**src/hdl/bmpse_pkg.sv**
```systemverilog
// ----------------------------------------------------------------------------
// bmpse_pkg
// Shared constants and types of the BMP LSB stego embedder.
// ----------------------------------------------------------------------------
package bmpse_pkg;

	localparam int unsigned HEADER_BYTES_DEF  = 54;
	localparam int unsigned MAX_EXT_CHARS_DEF = 8;

	localparam int unsigned POS_W       = 40;
	localparam int unsigned WIDTH_OFS   = 18;
	localparam int unsigned HEIGHT_OFS  = 22;
	localparam int unsigned DIM_END     = 26;
	localparam int unsigned MAGIC_BITS  = 16;
	localparam int unsigned FIELD_BITS  = 32;
	localparam int unsigned LEN_END     = MAGIC_BITS + FIELD_BITS;
	localparam int unsigned FRAME_BITS  = MAGIC_BITS + 3 * FIELD_BITS;
	localparam int unsigned NEED_W      = 36;
	localparam int unsigned EXT_CHAR_W  = 64;

	// "#*", first character in the upper byte
	localparam logic [MAGIC_BITS-1:0] MAGIC = 16'h232A;

	typedef enum logic [1:0] {
		ST_BUSY     = 2'd0,
		ST_DONE     = 2'd1,
		ST_CAP_FAIL = 2'd2
	} status_t;

	typedef enum logic [1:0] {
		REG_SECRET_SIZE = 2'd0,
		REG_EXT_LENGTH  = 2'd1,
		REG_EXT_CHARS   = 2'd2
	} reg_index_t;

	typedef struct packed {
		logic bit_val;
		logic replace;
		logic take;
		logic last;
	} embed_t;

endpackage

```
**src/hdl/bmpse_if.sv**
```systemverilog
// ----------------------------------------------------------------------------
// bmpse_if
// Valid/ready channels for cover bytes in and stego bytes out.
// ----------------------------------------------------------------------------
interface bmpse_cover_if;
	logic       valid;
	logic       ready;
	logic [7:0] image_byte;
	logic [7:0] secret_byte;
	logic       first_byte;

	modport source(output valid, image_byte, secret_byte, first_byte, input ready);
	modport sink(input valid, image_byte, secret_byte, first_byte, output ready);
endinterface

interface bmpse_stego_if;
	logic       valid;
	logic       ready;
	logic [7:0] out_byte;
	logic       lsb_replaced;
	logic       take_secret;
	logic [1:0] status;

	modport source(output valid, out_byte, lsb_replaced, take_secret, status, input ready);
	modport sink(input valid, out_byte, lsb_replaced, take_secret, status, output ready);
endinterface

```
**src/hdl/bmpse_embed.sv**
```systemverilog
// ----------------------------------------------------------------------------
// bmpse_embed
// Selects the embedded bit for one payload offset past the header.
// ----------------------------------------------------------------------------
module bmpse_embed (
	input  logic [bmpse_pkg::POS_W-1:0]      offset,
	input  logic [31:0]                      secret_size,
	input  logic [3:0]                       ext_len,
	input  logic [bmpse_pkg::EXT_CHAR_W-1:0] ext_chars,
	input  logic [7:0]                       secret_latch,
	input  logic [7:0]                       secret_byte,
	output bmpse_pkg::embed_t                emb
);

	logic [7:0]                        ext_end;
	logic [7:0]                        size_end;
	logic [bmpse_pkg::NEED_W-1:0]      total;
	logic [bmpse_pkg::NEED_W-1:0]      total_m1;
	logic                              small_ofs;
	logic [7:0]                        d8;
	logic [2:0]                        j;
	logic [2:0]                        ch_idx;
	logic [7:0]                        ch;
	logic [4:0]                        sz_ofs;
	logic [31:0]                       len_word;
	logic [7:0]                        sec;
	logic [bmpse_pkg::MAGIC_BITS-1:0]  magic;

	assign ext_end  = 8'(bmpse_pkg::LEN_END) + {1'b0, ext_len, 3'b000};
	assign size_end = ext_end + 8'(bmpse_pkg::FIELD_BITS);
	assign total    = {1'b0, secret_size, 3'b000} + bmpse_pkg::NEED_W'(size_end);
	assign total_m1 = total - bmpse_pkg::NEED_W'(1);
	assign small_ofs = (offset[bmpse_pkg::POS_W-1:8] == '0);
	assign d8       = offset[7:0];
	assign j        = offset[2:0];
	assign ch_idx   = 3'(d8[7:3] - 5'd6);
	assign ch       = ext_chars[{ch_idx, 3'b000} +: 8];
	assign sz_ofs   = 5'(d8 - ext_end);
	assign len_word = {28'd0, ext_len};
	assign sec      = (j == 3'd0) ? secret_byte : secret_latch;
	assign magic    = bmpse_pkg::MAGIC;

	always_comb begin
		emb         = '0;
		emb.replace = (offset < bmpse_pkg::POS_W'(total));
		emb.last    = (offset == bmpse_pkg::POS_W'(total_m1));
		if (small_ofs && d8 < 8'(bmpse_pkg::MAGIC_BITS)) begin
			emb.bit_val = magic[~d8[3:0]];
		end else if (small_ofs && d8 < 8'(bmpse_pkg::LEN_END)) begin
			emb.bit_val = len_word[5'(6'd47 - d8[5:0])];
		end else if (small_ofs && d8 < ext_end) begin
			emb.bit_val = ch[~j];
		end else if (small_ofs && d8 < size_end) begin
			emb.bit_val = secret_size[~sz_ofs];
		end else begin
			emb.bit_val = sec[~j];
			emb.take    = emb.replace && (j == 3'd0);
		end
	end

endmodule

```
**src/hdl/bmp_lsb_stego_embedder_core.sv**
```systemverilog
// ----------------------------------------------------------------------------
// bmp_lsb_stego_embedder_core
// Passes a BMP stream and hides framed secret data in the pixel byte LSBs.
// ----------------------------------------------------------------------------
// each byte passes the input register and then the result register
// throughput: one byte per cycle while stego.ready does not stall the result
// width*height is built from 32x8 partial products as height bytes arrive
// reset clears config registers, byte position, capacity flag and valids
module bmp_lsb_stego_embedder_core #(
	parameter int unsigned HEADER_BYTES  = bmpse_pkg::HEADER_BYTES_DEF,
	parameter int unsigned MAX_EXT_CHARS = bmpse_pkg::MAX_EXT_CHARS_DEF
) (
	input  logic                             clk,
	input  logic                             arst_n,
	bmpse_cover_if.sink                      image_in,
	bmpse_stego_if.source                    stego,
	input  logic                             wr_en,
	input  logic [1:0]                       wr_index,
	input  logic [bmpse_pkg::EXT_CHAR_W-1:0] wr_data
);

	localparam int unsigned NEED_BASE = HEADER_BYTES + bmpse_pkg::FRAME_BITS;
	localparam int unsigned PW        = bmpse_pkg::POS_W;

	logic [31:0]                      secret_size_q;
	logic [3:0]                       ext_length_q;
	logic [bmpse_pkg::EXT_CHAR_W-1:0] ext_chars_q;

	logic          valid_s1;
	logic [7:0]    image_byte_s1;
	logic [7:0]    secret_byte_s1;
	logic          first_byte_s1;

	logic [PW-1:0] pos_q;
	logic [31:0]   width_q;
	logic [31:0]   prod_q;
	logic          cap_fail_q;
	logic [7:0]    latch_q;

	logic          out_valid_q;
	logic [7:0]    out_byte_q;
	logic          replaced_q;
	logic          take_q;
	bmpse_pkg::status_t status_q;

	logic          advance;
	logic [PW-1:0] pos;
	logic [PW-1:0] offset;
	logic          in_hdr;
	logic          at_check;
	logic          in_width;
	logic          in_height;
	logic [1:0]    byte_k;
	logic [31:0]   pp;
	logic [31:0]   pp_sh;
	logic [31:0]   cap;
	logic [bmpse_pkg::NEED_W-1:0] need;
	logic          cap_ok;
	logic          fail;
	logic [3:0]    ext_len;
	bmpse_pkg::embed_t emb;

	logic [7:0]    res_byte;
	logic          res_replaced;
	logic          res_take;
	bmpse_pkg::status_t res_status;

	// config writes
	always_ff @(posedge clk or negedge arst_n) begin
		if (!arst_n) begin
			secret_size_q <= '0;
			ext_length_q  <= '0;
			ext_chars_q   <= '0;
		end else if (wr_en) begin
			unique case (wr_index)
				bmpse_pkg::REG_SECRET_SIZE: secret_size_q <= wr_data[31:0];
				bmpse_pkg::REG_EXT_LENGTH:  ext_length_q  <= wr_data[3:0];
				bmpse_pkg::REG_EXT_CHARS:   ext_chars_q   <= wr_data;
				default: ;
			endcase
		end
	end

	assign advance        = valid_s1 && (!out_valid_q || stego.ready);
	assign image_in.ready = !valid_s1 || advance;

	// input register
	always_ff @(posedge clk or negedge arst_n) begin
		if (!arst_n) begin
			valid_s1 <= 1'b0;
		end else if (image_in.ready) begin
			valid_s1 <= image_in.valid;
		end
	end

	always_ff @(posedge clk) begin
		if (image_in.ready && image_in.valid) begin
			image_byte_s1  <= image_in.image_byte;
			secret_byte_s1 <= image_in.secret_byte;
			first_byte_s1  <= image_in.first_byte;
		end
	end

	assign pos       = first_byte_s1 ? '0 : pos_q;
	assign in_hdr    = pos < PW'(HEADER_BYTES);
	assign at_check  = pos == PW'(HEADER_BYTES);
	assign offset    = pos - PW'(HEADER_BYTES);
	assign in_width  = (pos >= PW'(bmpse_pkg::WIDTH_OFS)) && (pos < PW'(bmpse_pkg::HEIGHT_OFS));
	assign in_height = (pos >= PW'(bmpse_pkg::HEIGHT_OFS)) && (pos < PW'(bmpse_pkg::DIM_END));
	assign byte_k    = pos[1:0] - 2'd2;

	// width * height, one height byte at a time
	assign pp    = width_q * {24'd0, image_byte_s1};
	assign pp_sh = pp << {byte_k, 3'b000};

	assign cap    = prod_q + {prod_q[30:0], 1'b0};
	assign need   = bmpse_pkg::NEED_W'(NEED_BASE) + {1'b0, secret_size_q, 3'b000};
	assign cap_ok = {4'd0, cap} > need;
	assign fail   = at_check ? !cap_ok : cap_fail_q;

	assign ext_len = (ext_length_q > 4'(MAX_EXT_CHARS)) ? 4'(MAX_EXT_CHARS) : ext_length_q;

	bmpse_embed u_embed (
		.offset       (offset),
		.secret_size  (secret_size_q),
		.ext_len      (ext_len),
		.ext_chars    (ext_chars_q),
		.secret_latch (latch_q),
		.secret_byte  (secret_byte_s1),
		.emb          (emb)
	);

	always_comb begin
		res_byte     = image_byte_s1;
		res_replaced = 1'b0;
		res_take     = 1'b0;
		res_status   = bmpse_pkg::ST_BUSY;
		if (in_hdr) begin
			res_status = bmpse_pkg::ST_BUSY;
		end else if (fail) begin
			res_status = bmpse_pkg::ST_CAP_FAIL;
		end else if (emb.replace) begin
			res_byte     = {image_byte_s1[7:1], emb.bit_val};
			res_replaced = 1'b1;
			res_take     = emb.take;
			res_status   = emb.last ? bmpse_pkg::ST_DONE : bmpse_pkg::ST_BUSY;
		end else begin
			res_status = bmpse_pkg::ST_DONE;
		end
	end

	// stream state
	always_ff @(posedge clk or negedge arst_n) begin
		if (!arst_n) begin
			pos_q      <= '0;
			width_q    <= '0;
			prod_q     <= '0;
			cap_fail_q <= 1'b0;
			latch_q    <= '0;
		end else if (advance) begin
			pos_q <= (pos == '1) ? pos : pos + PW'(1);
			if (in_width) begin
				width_q[{byte_k, 3'b000} +: 8] <= image_byte_s1;
			end
			if (in_height) begin
				prod_q <= (byte_k == 2'd0) ? pp_sh : prod_q + pp_sh;
			end
			if (first_byte_s1) begin
				cap_fail_q <= 1'b0;
			end else if (at_check) begin
				cap_fail_q <= !cap_ok;
			end
			if (first_byte_s1) begin
				latch_q <= '0;
			end else if (res_take) begin
				latch_q <= secret_byte_s1;
			end
		end
	end

	// result register
	always_ff @(posedge clk or negedge arst_n) begin
		if (!arst_n) begin
			out_valid_q <= 1'b0;
		end else if (advance) begin
			out_valid_q <= 1'b1;
		end else if (stego.ready) begin
			out_valid_q <= 1'b0;
		end
	end

	always_ff @(posedge clk) begin
		if (advance) begin
			out_byte_q <= res_byte;
			replaced_q <= res_replaced;
			take_q     <= res_take;
			status_q   <= res_status;
		end
	end

	assign stego.valid        = out_valid_q;
	assign stego.out_byte     = out_byte_q;
	assign stego.lsb_replaced = replaced_q;
	assign stego.take_secret  = take_q;
	assign stego.status       = status_q;

`ifndef SYNTHESIS
	a_no_embed_on_fail: assert property (@(posedge clk) disable iff (!arst_n)
		stego.valid && stego.lsb_replaced |-> stego.status != bmpse_pkg::ST_CAP_FAIL)
		else $error("embedded bit with capacity failure");

	a_take_is_embed: assert property (@(posedge clk) disable iff (!arst_n)
		stego.valid && stego.take_secret |-> stego.lsb_replaced)
		else $error("secret byte taken without embedding");

	a_header_clean: assert property (@(posedge clk) disable iff (!arst_n)
		advance && in_hdr |=> stego.valid && !stego.lsb_replaced
			&& stego.status == bmpse_pkg::ST_BUSY)
		else $error("header byte modified");

	a_fail_latched: assert property (@(posedge clk) disable iff (!arst_n)
		advance && cap_fail_q && !first_byte_s1 && !at_check |=> cap_fail_q)
		else $error("capacity flag dropped mid-stream");
`endif

endmodule
```
**src/flat_wrapper.sv**
```systemverilog
// flat-port wrapper written by rule: the top's interface ports become plain ports
module bmp_lsb_stego_embedder_core_flat 
#(
	parameter int unsigned HEADER_BYTES  = bmpse_pkg::HEADER_BYTES_DEF,
	parameter int unsigned MAX_EXT_CHARS = bmpse_pkg::MAX_EXT_CHARS_DEF
)
  (clk, arst_n, wr_en, wr_index, wr_data, image_in_valid, image_in_image_byte, image_in_secret_byte, image_in_first_byte, image_in_ready, stego_valid, stego_out_byte, stego_lsb_replaced, stego_take_secret, stego_status, stego_ready);
  bmpse_cover_if image_in_i ();
  bmpse_stego_if stego_i ();
  input  logic clk;
  input  logic arst_n;
  input  logic wr_en;
  input  logic [1:0] wr_index;
  input  logic [bmpse_pkg::EXT_CHAR_W-1:0] wr_data;
  input wire logic [$bits(image_in_i.valid)-1:0] image_in_valid;
  input wire logic [$bits(image_in_i.image_byte)-1:0] image_in_image_byte;
  input wire logic [$bits(image_in_i.secret_byte)-1:0] image_in_secret_byte;
  input wire logic [$bits(image_in_i.first_byte)-1:0] image_in_first_byte;
  output wire logic [$bits(image_in_i.ready)-1:0] image_in_ready;
  output wire logic [$bits(stego_i.valid)-1:0] stego_valid;
  output wire logic [$bits(stego_i.out_byte)-1:0] stego_out_byte;
  output wire logic [$bits(stego_i.lsb_replaced)-1:0] stego_lsb_replaced;
  output wire logic [$bits(stego_i.take_secret)-1:0] stego_take_secret;
  output wire logic [$bits(stego_i.status)-1:0] stego_status;
  input wire logic [$bits(stego_i.ready)-1:0] stego_ready;
  assign image_in_i.valid = image_in_valid;
  assign image_in_i.image_byte = image_in_image_byte;
  assign image_in_i.secret_byte = image_in_secret_byte;
  assign image_in_i.first_byte = image_in_first_byte;
  assign image_in_ready = image_in_i.ready;
  assign stego_valid = stego_i.valid;
  assign stego_out_byte = stego_i.out_byte;
  assign stego_lsb_replaced = stego_i.lsb_replaced;
  assign stego_take_secret = stego_i.take_secret;
  assign stego_status = stego_i.status;
  assign stego_i.ready = stego_ready;
  bmp_lsb_stego_embedder_core #(.HEADER_BYTES(HEADER_BYTES), .MAX_EXT_CHARS(MAX_EXT_CHARS)) u_core (.clk(clk), .arst_n(arst_n), .image_in(image_in_i), .stego(stego_i), .wr_en(wr_en), .wr_index(wr_index), .wr_data(wr_data));
endmodule
```
**config.mk**
```make
export PLATFORM = sky130hd
export DESIGN_NAME = bmp_lsb_stego_embedder_core_flat
export DESIGN_NICKNAME = d
export VERILOG_FILES = /design/src/hdl/bmpse_pkg.sv /design/src/hdl/bmpse_if.sv /design/src/hdl/bmpse_embed.sv /design/src/hdl/bmp_lsb_stego_embedder_core.sv /design/src/flat_wrapper.sv
export SDC_FILE = /design/constraint.sdc
export NUM_CORES = 1
export LEC_CHECK = 0
export BUFFER_PORTS_ARGS = -buffer_cell sky130_fd_sc_hd__clkbuf_2
export CAP_MARGIN = 40
export CORE_MARGIN = 1
export CORE_UTILIZATION = 58
export CTS_CLUSTER_SIZE = 40
export DETAILED_ROUTE_END_ITERATION = 16
export HOLD_SLACK_MARGIN = 0.06
export PLACE_DENSITY = 0.74
export SYNTH_ARGS = -nofsm -noshare
export SYNTH_HDL_FRONTEND = slang
export SYNTH_HIERARCHICAL = 1
export SYNTH_SLANG_ARGS = --single-unit
```
**constraint.sdc**
```tcl
create_clock -name clk -period 7.3 [get_ports clk]
set_clock_uncertainty 0.05 [all_clocks]
set_input_delay 2.19 -clock clk [delete_from_list [all_inputs] [get_ports clk]]
set_output_delay 2.19 -clock clk [all_outputs]
set_load 0.005 [all_outputs]
```
==> results.cfg <==
[clock_tree]
clockRootBuffer = sky130_fd_sc_hd__clkbuf_16
ctsLongestPathBuffers = 3
h_tree_depth = 1
clock-sinks = 243
cts_buffers = 29
cts.clk_slew.worst_paths_ns = 0.06
holdBufCountCts = 0
clock_latency_ns = 0.59
cts_tree = done

[worst_setup_path]
worst-r2r-setup-slack_ns = 0.17
cp-startpoint = u_core/image_byte_s1[4]
worstSetupStartpointType = flop
worstPathMaxFanout = 10
critical_path.most_common_cell = sky130_fd_sc_hd__fa_1
critical_path_class = flop to flop
worstPathRequired_ns = 7.77
critPathSlowestCell = sky130_fd_sc_hd__fa_1
arrival_ns = 7.60
timing.critical_path.max_delay_family = adder cells
reg2reg_from = u_core/image_byte_s1[4]
critical_path_max_stage_delay_ns = 0.55
critical_path.n_buffers_inverters = 3
critical_path.endpoint_type = flop

[outcome]
status = completed

[timing]
setup_tns_ns = 0
post-route-min-period_ns = 7.130
timing.final.setup_violations = 0
final.hold.worst_slack_ns = 0.4472
max_freq_mhz = 140.3
final_min_period_over_clock_period = 0.9767
grt_setup_unrepaired = true
relSlewSlack = 0.4187
slew_viols_final = 0
finalHoldViolations = 0
timing_worst_slew_pin_value_ns = 0.8681

[drt]
dr_total_vias = 22809
detail_route.vias_per_cell = 6.196
drc = 0
routed_wirelength_um = 76580
drt_pre_antenna_iters = 5
drt_first_iter_violations = 1828
avgRoutedWirePerCell_um = 20.80
final_antenna_net_count = 0

[global_routing]
grt_pass1_wl_um = 121900
grt_util_all_layers = 0.3258
grt-ovfl-total = 0
pin_count_of_the_biggest_net_entering_global_routing = 104
grt_pass1_vias = 23056
grt_antenna_before_repair = 1

[floorplan]
floorplan.io_pins = 102
placementRows = 78
floorplan.die.height_um = 216.5
floorplan.initialDensity = 0.5878
coreArea_sq_um = 45380
design.die.area_sq_um = 46850
die_width_um = 216.5

[logic_synthesis]
syn_nets = 3394
synth.avg_cell_area_sq_um = 8.999
syn-instance-count = 2964
yosys_warnings = 6
synthesis.area_sq_um = 26670

[final_layout]
utilization = 0.6496
post_route_cells_drive_above_1_share = 0.1581
filler_cell_count = 3668
nets_final = 3491
multiInputGateArea_sq_um = 19270
finish.cell_count_without_fillers = 3681
sequential_cell_area_sq_um = 6230
area_delta_synth_final_pct = 10.52
num_antenna_cells = 0

[power]
vdd.ir_drop.worst_v = 0.0002571
powerDensity_nw_per_um2 = 180.6
power.leakage_nw = 13.37
power.total_mw = 5.325

[placement]
hpwl_after_detailed_placement_um = 58770
placedCellCount = 3623
gp_congestion = 0.9635
numPortBuffers = 101

[min_path]
worst_hold_path_type = flop to flop
worst_hold_startpoint = u_core/cap_fail_q

[flow_run]
max_cap_violations = 0
## where the power goes
part | leakage, nW | internal [mW] | total [mW] | switching [mW]
Combinational | 9.84 | 0.856 | 2.07 | 1.22
Clock | 0.501 | 0.963 | 1.57 | 0.605
Sequential | 3.03 | 1.50 | 1.68 | 0.183
Total | 13.4 | 3.32 | 5.33 | 2.00
## per-stage QoR
step           setup slack [ns]  cell area [sq um]
2_1_floorplan          0.001986              26680
6_report                 0.1702              29480
3_5_place_dp          -0.004960              28140
4_1_cts                 0.01498              29170
3_3_place_gp            0.03974              28110
5_1_grt                -0.08605              29480
## sequential cells by signal, summed over array words and instances (netlist names)
name / flops
u_core/cap_fail_q: 1
u_core/ext_chars_q: 64
u_core/ext_length_q: 4
u_core/first_byte_s1: 1
u_core/image_byte_s1: 8
u_core/latch_q: 7
u_core/pos_q: 40
u_core/prod_q: 32
u_core/secret_byte_s1: 8
u_core/secret_size_q: 32
u_core/stego.lsb_replaced: 1
u_core/stego.out_byte: 8
u_core/stego.status: 2
u_core/stego.take_secret: 1
u_core/stego.valid: 1
u_core/valid_s1: 1
u_core/width_q: 32
## timing repair
item                                   in CTS  in global routing
setup endpoints to repair                   1                 21
pin swaps                                   0                 14
setup buffers                               0                  7
endpoints found under the hold margin       0                  0
gates resized for setup                     2                 58
## worst register-to-register path: cells and delay by family, from the launching register on
family,cells,cell delay (ns)
AO/OA/AOI/OAI,10,1.85
XOR/XNOR,1,0.10
adder cells (fa/ha/maj),6,2.73
buffers and inverters,3,0.28
flip-flops,1,0.50
multiplexers,3,0.53
AND/OR/NAND/NOR,5,1.02
## path summary, 6_finish.rpt
kind,to,cells after the start
max,u_core/prod_q[31],28
min,u_core/cap_fail_q,2
max reg2reg,u_core/prod_q[31],28
min reg2reg,u_core/cap_fail_q,2
max in group asynchronous,u_core/secret_size_q[13],2
min in group asynchronous,u_core/prod_q[22],1
## metal layers
layer	vias to the layer above	share of wire	global-route usage	routed length, um
met5	-	0	0	0
met4	0	0.037	0.1209	2839
met3	188	0.061	0.04393	4635
met2	823	0.49	0.5587	37170
met1	11279	0.42	0.4190	31940
li1	10519	-	-	-
## layout by cell type (no fill, tap or decap), drive strengths merged, types with 24 or more instances in the layout
| master | n |
|---|---|
| a21o | 62 |
| a21oi | 129 |
| a31oi | 29 |
| and2 | 177 |
| and3 | 27 |
| buf | 104 |
| clkbuf | 143 |
| dfrtp | 214 |
| edfxtp | 29 |
| fa | 159 |
| ha | 183 |
| inv | 228 |
| mux2 | 103 |
| mux2i | 27 |
| mux4 | 33 |
| nand2 | 333 |
| nand3 | 71 |
| nand4 | 51 |
| nor2 | 146 |
| nor2b | 31 |
| nor3 | 55 |
| nor4 | 30 |
| o211ai | 24 |
| o21a | 29 |
| o21ai | 154 |
| xnor2 | 133 |
| xor2 | 114 |
## cell type report
cell class / instances / share of cell area
Clock buffer: 43 / 0.02954
Clock inverter: 8 / 0.005348
Inverter: 230 / 0.02929
Multi-Input combinational cell: 2353 / 0.6538
Sequential cell: 243 / 0.2113
Tap cell: 600 / 0.02547
Timing Repair Buffer: 204 / 0.04520
No activity file was read; power rests on OpenSTA's default activity.
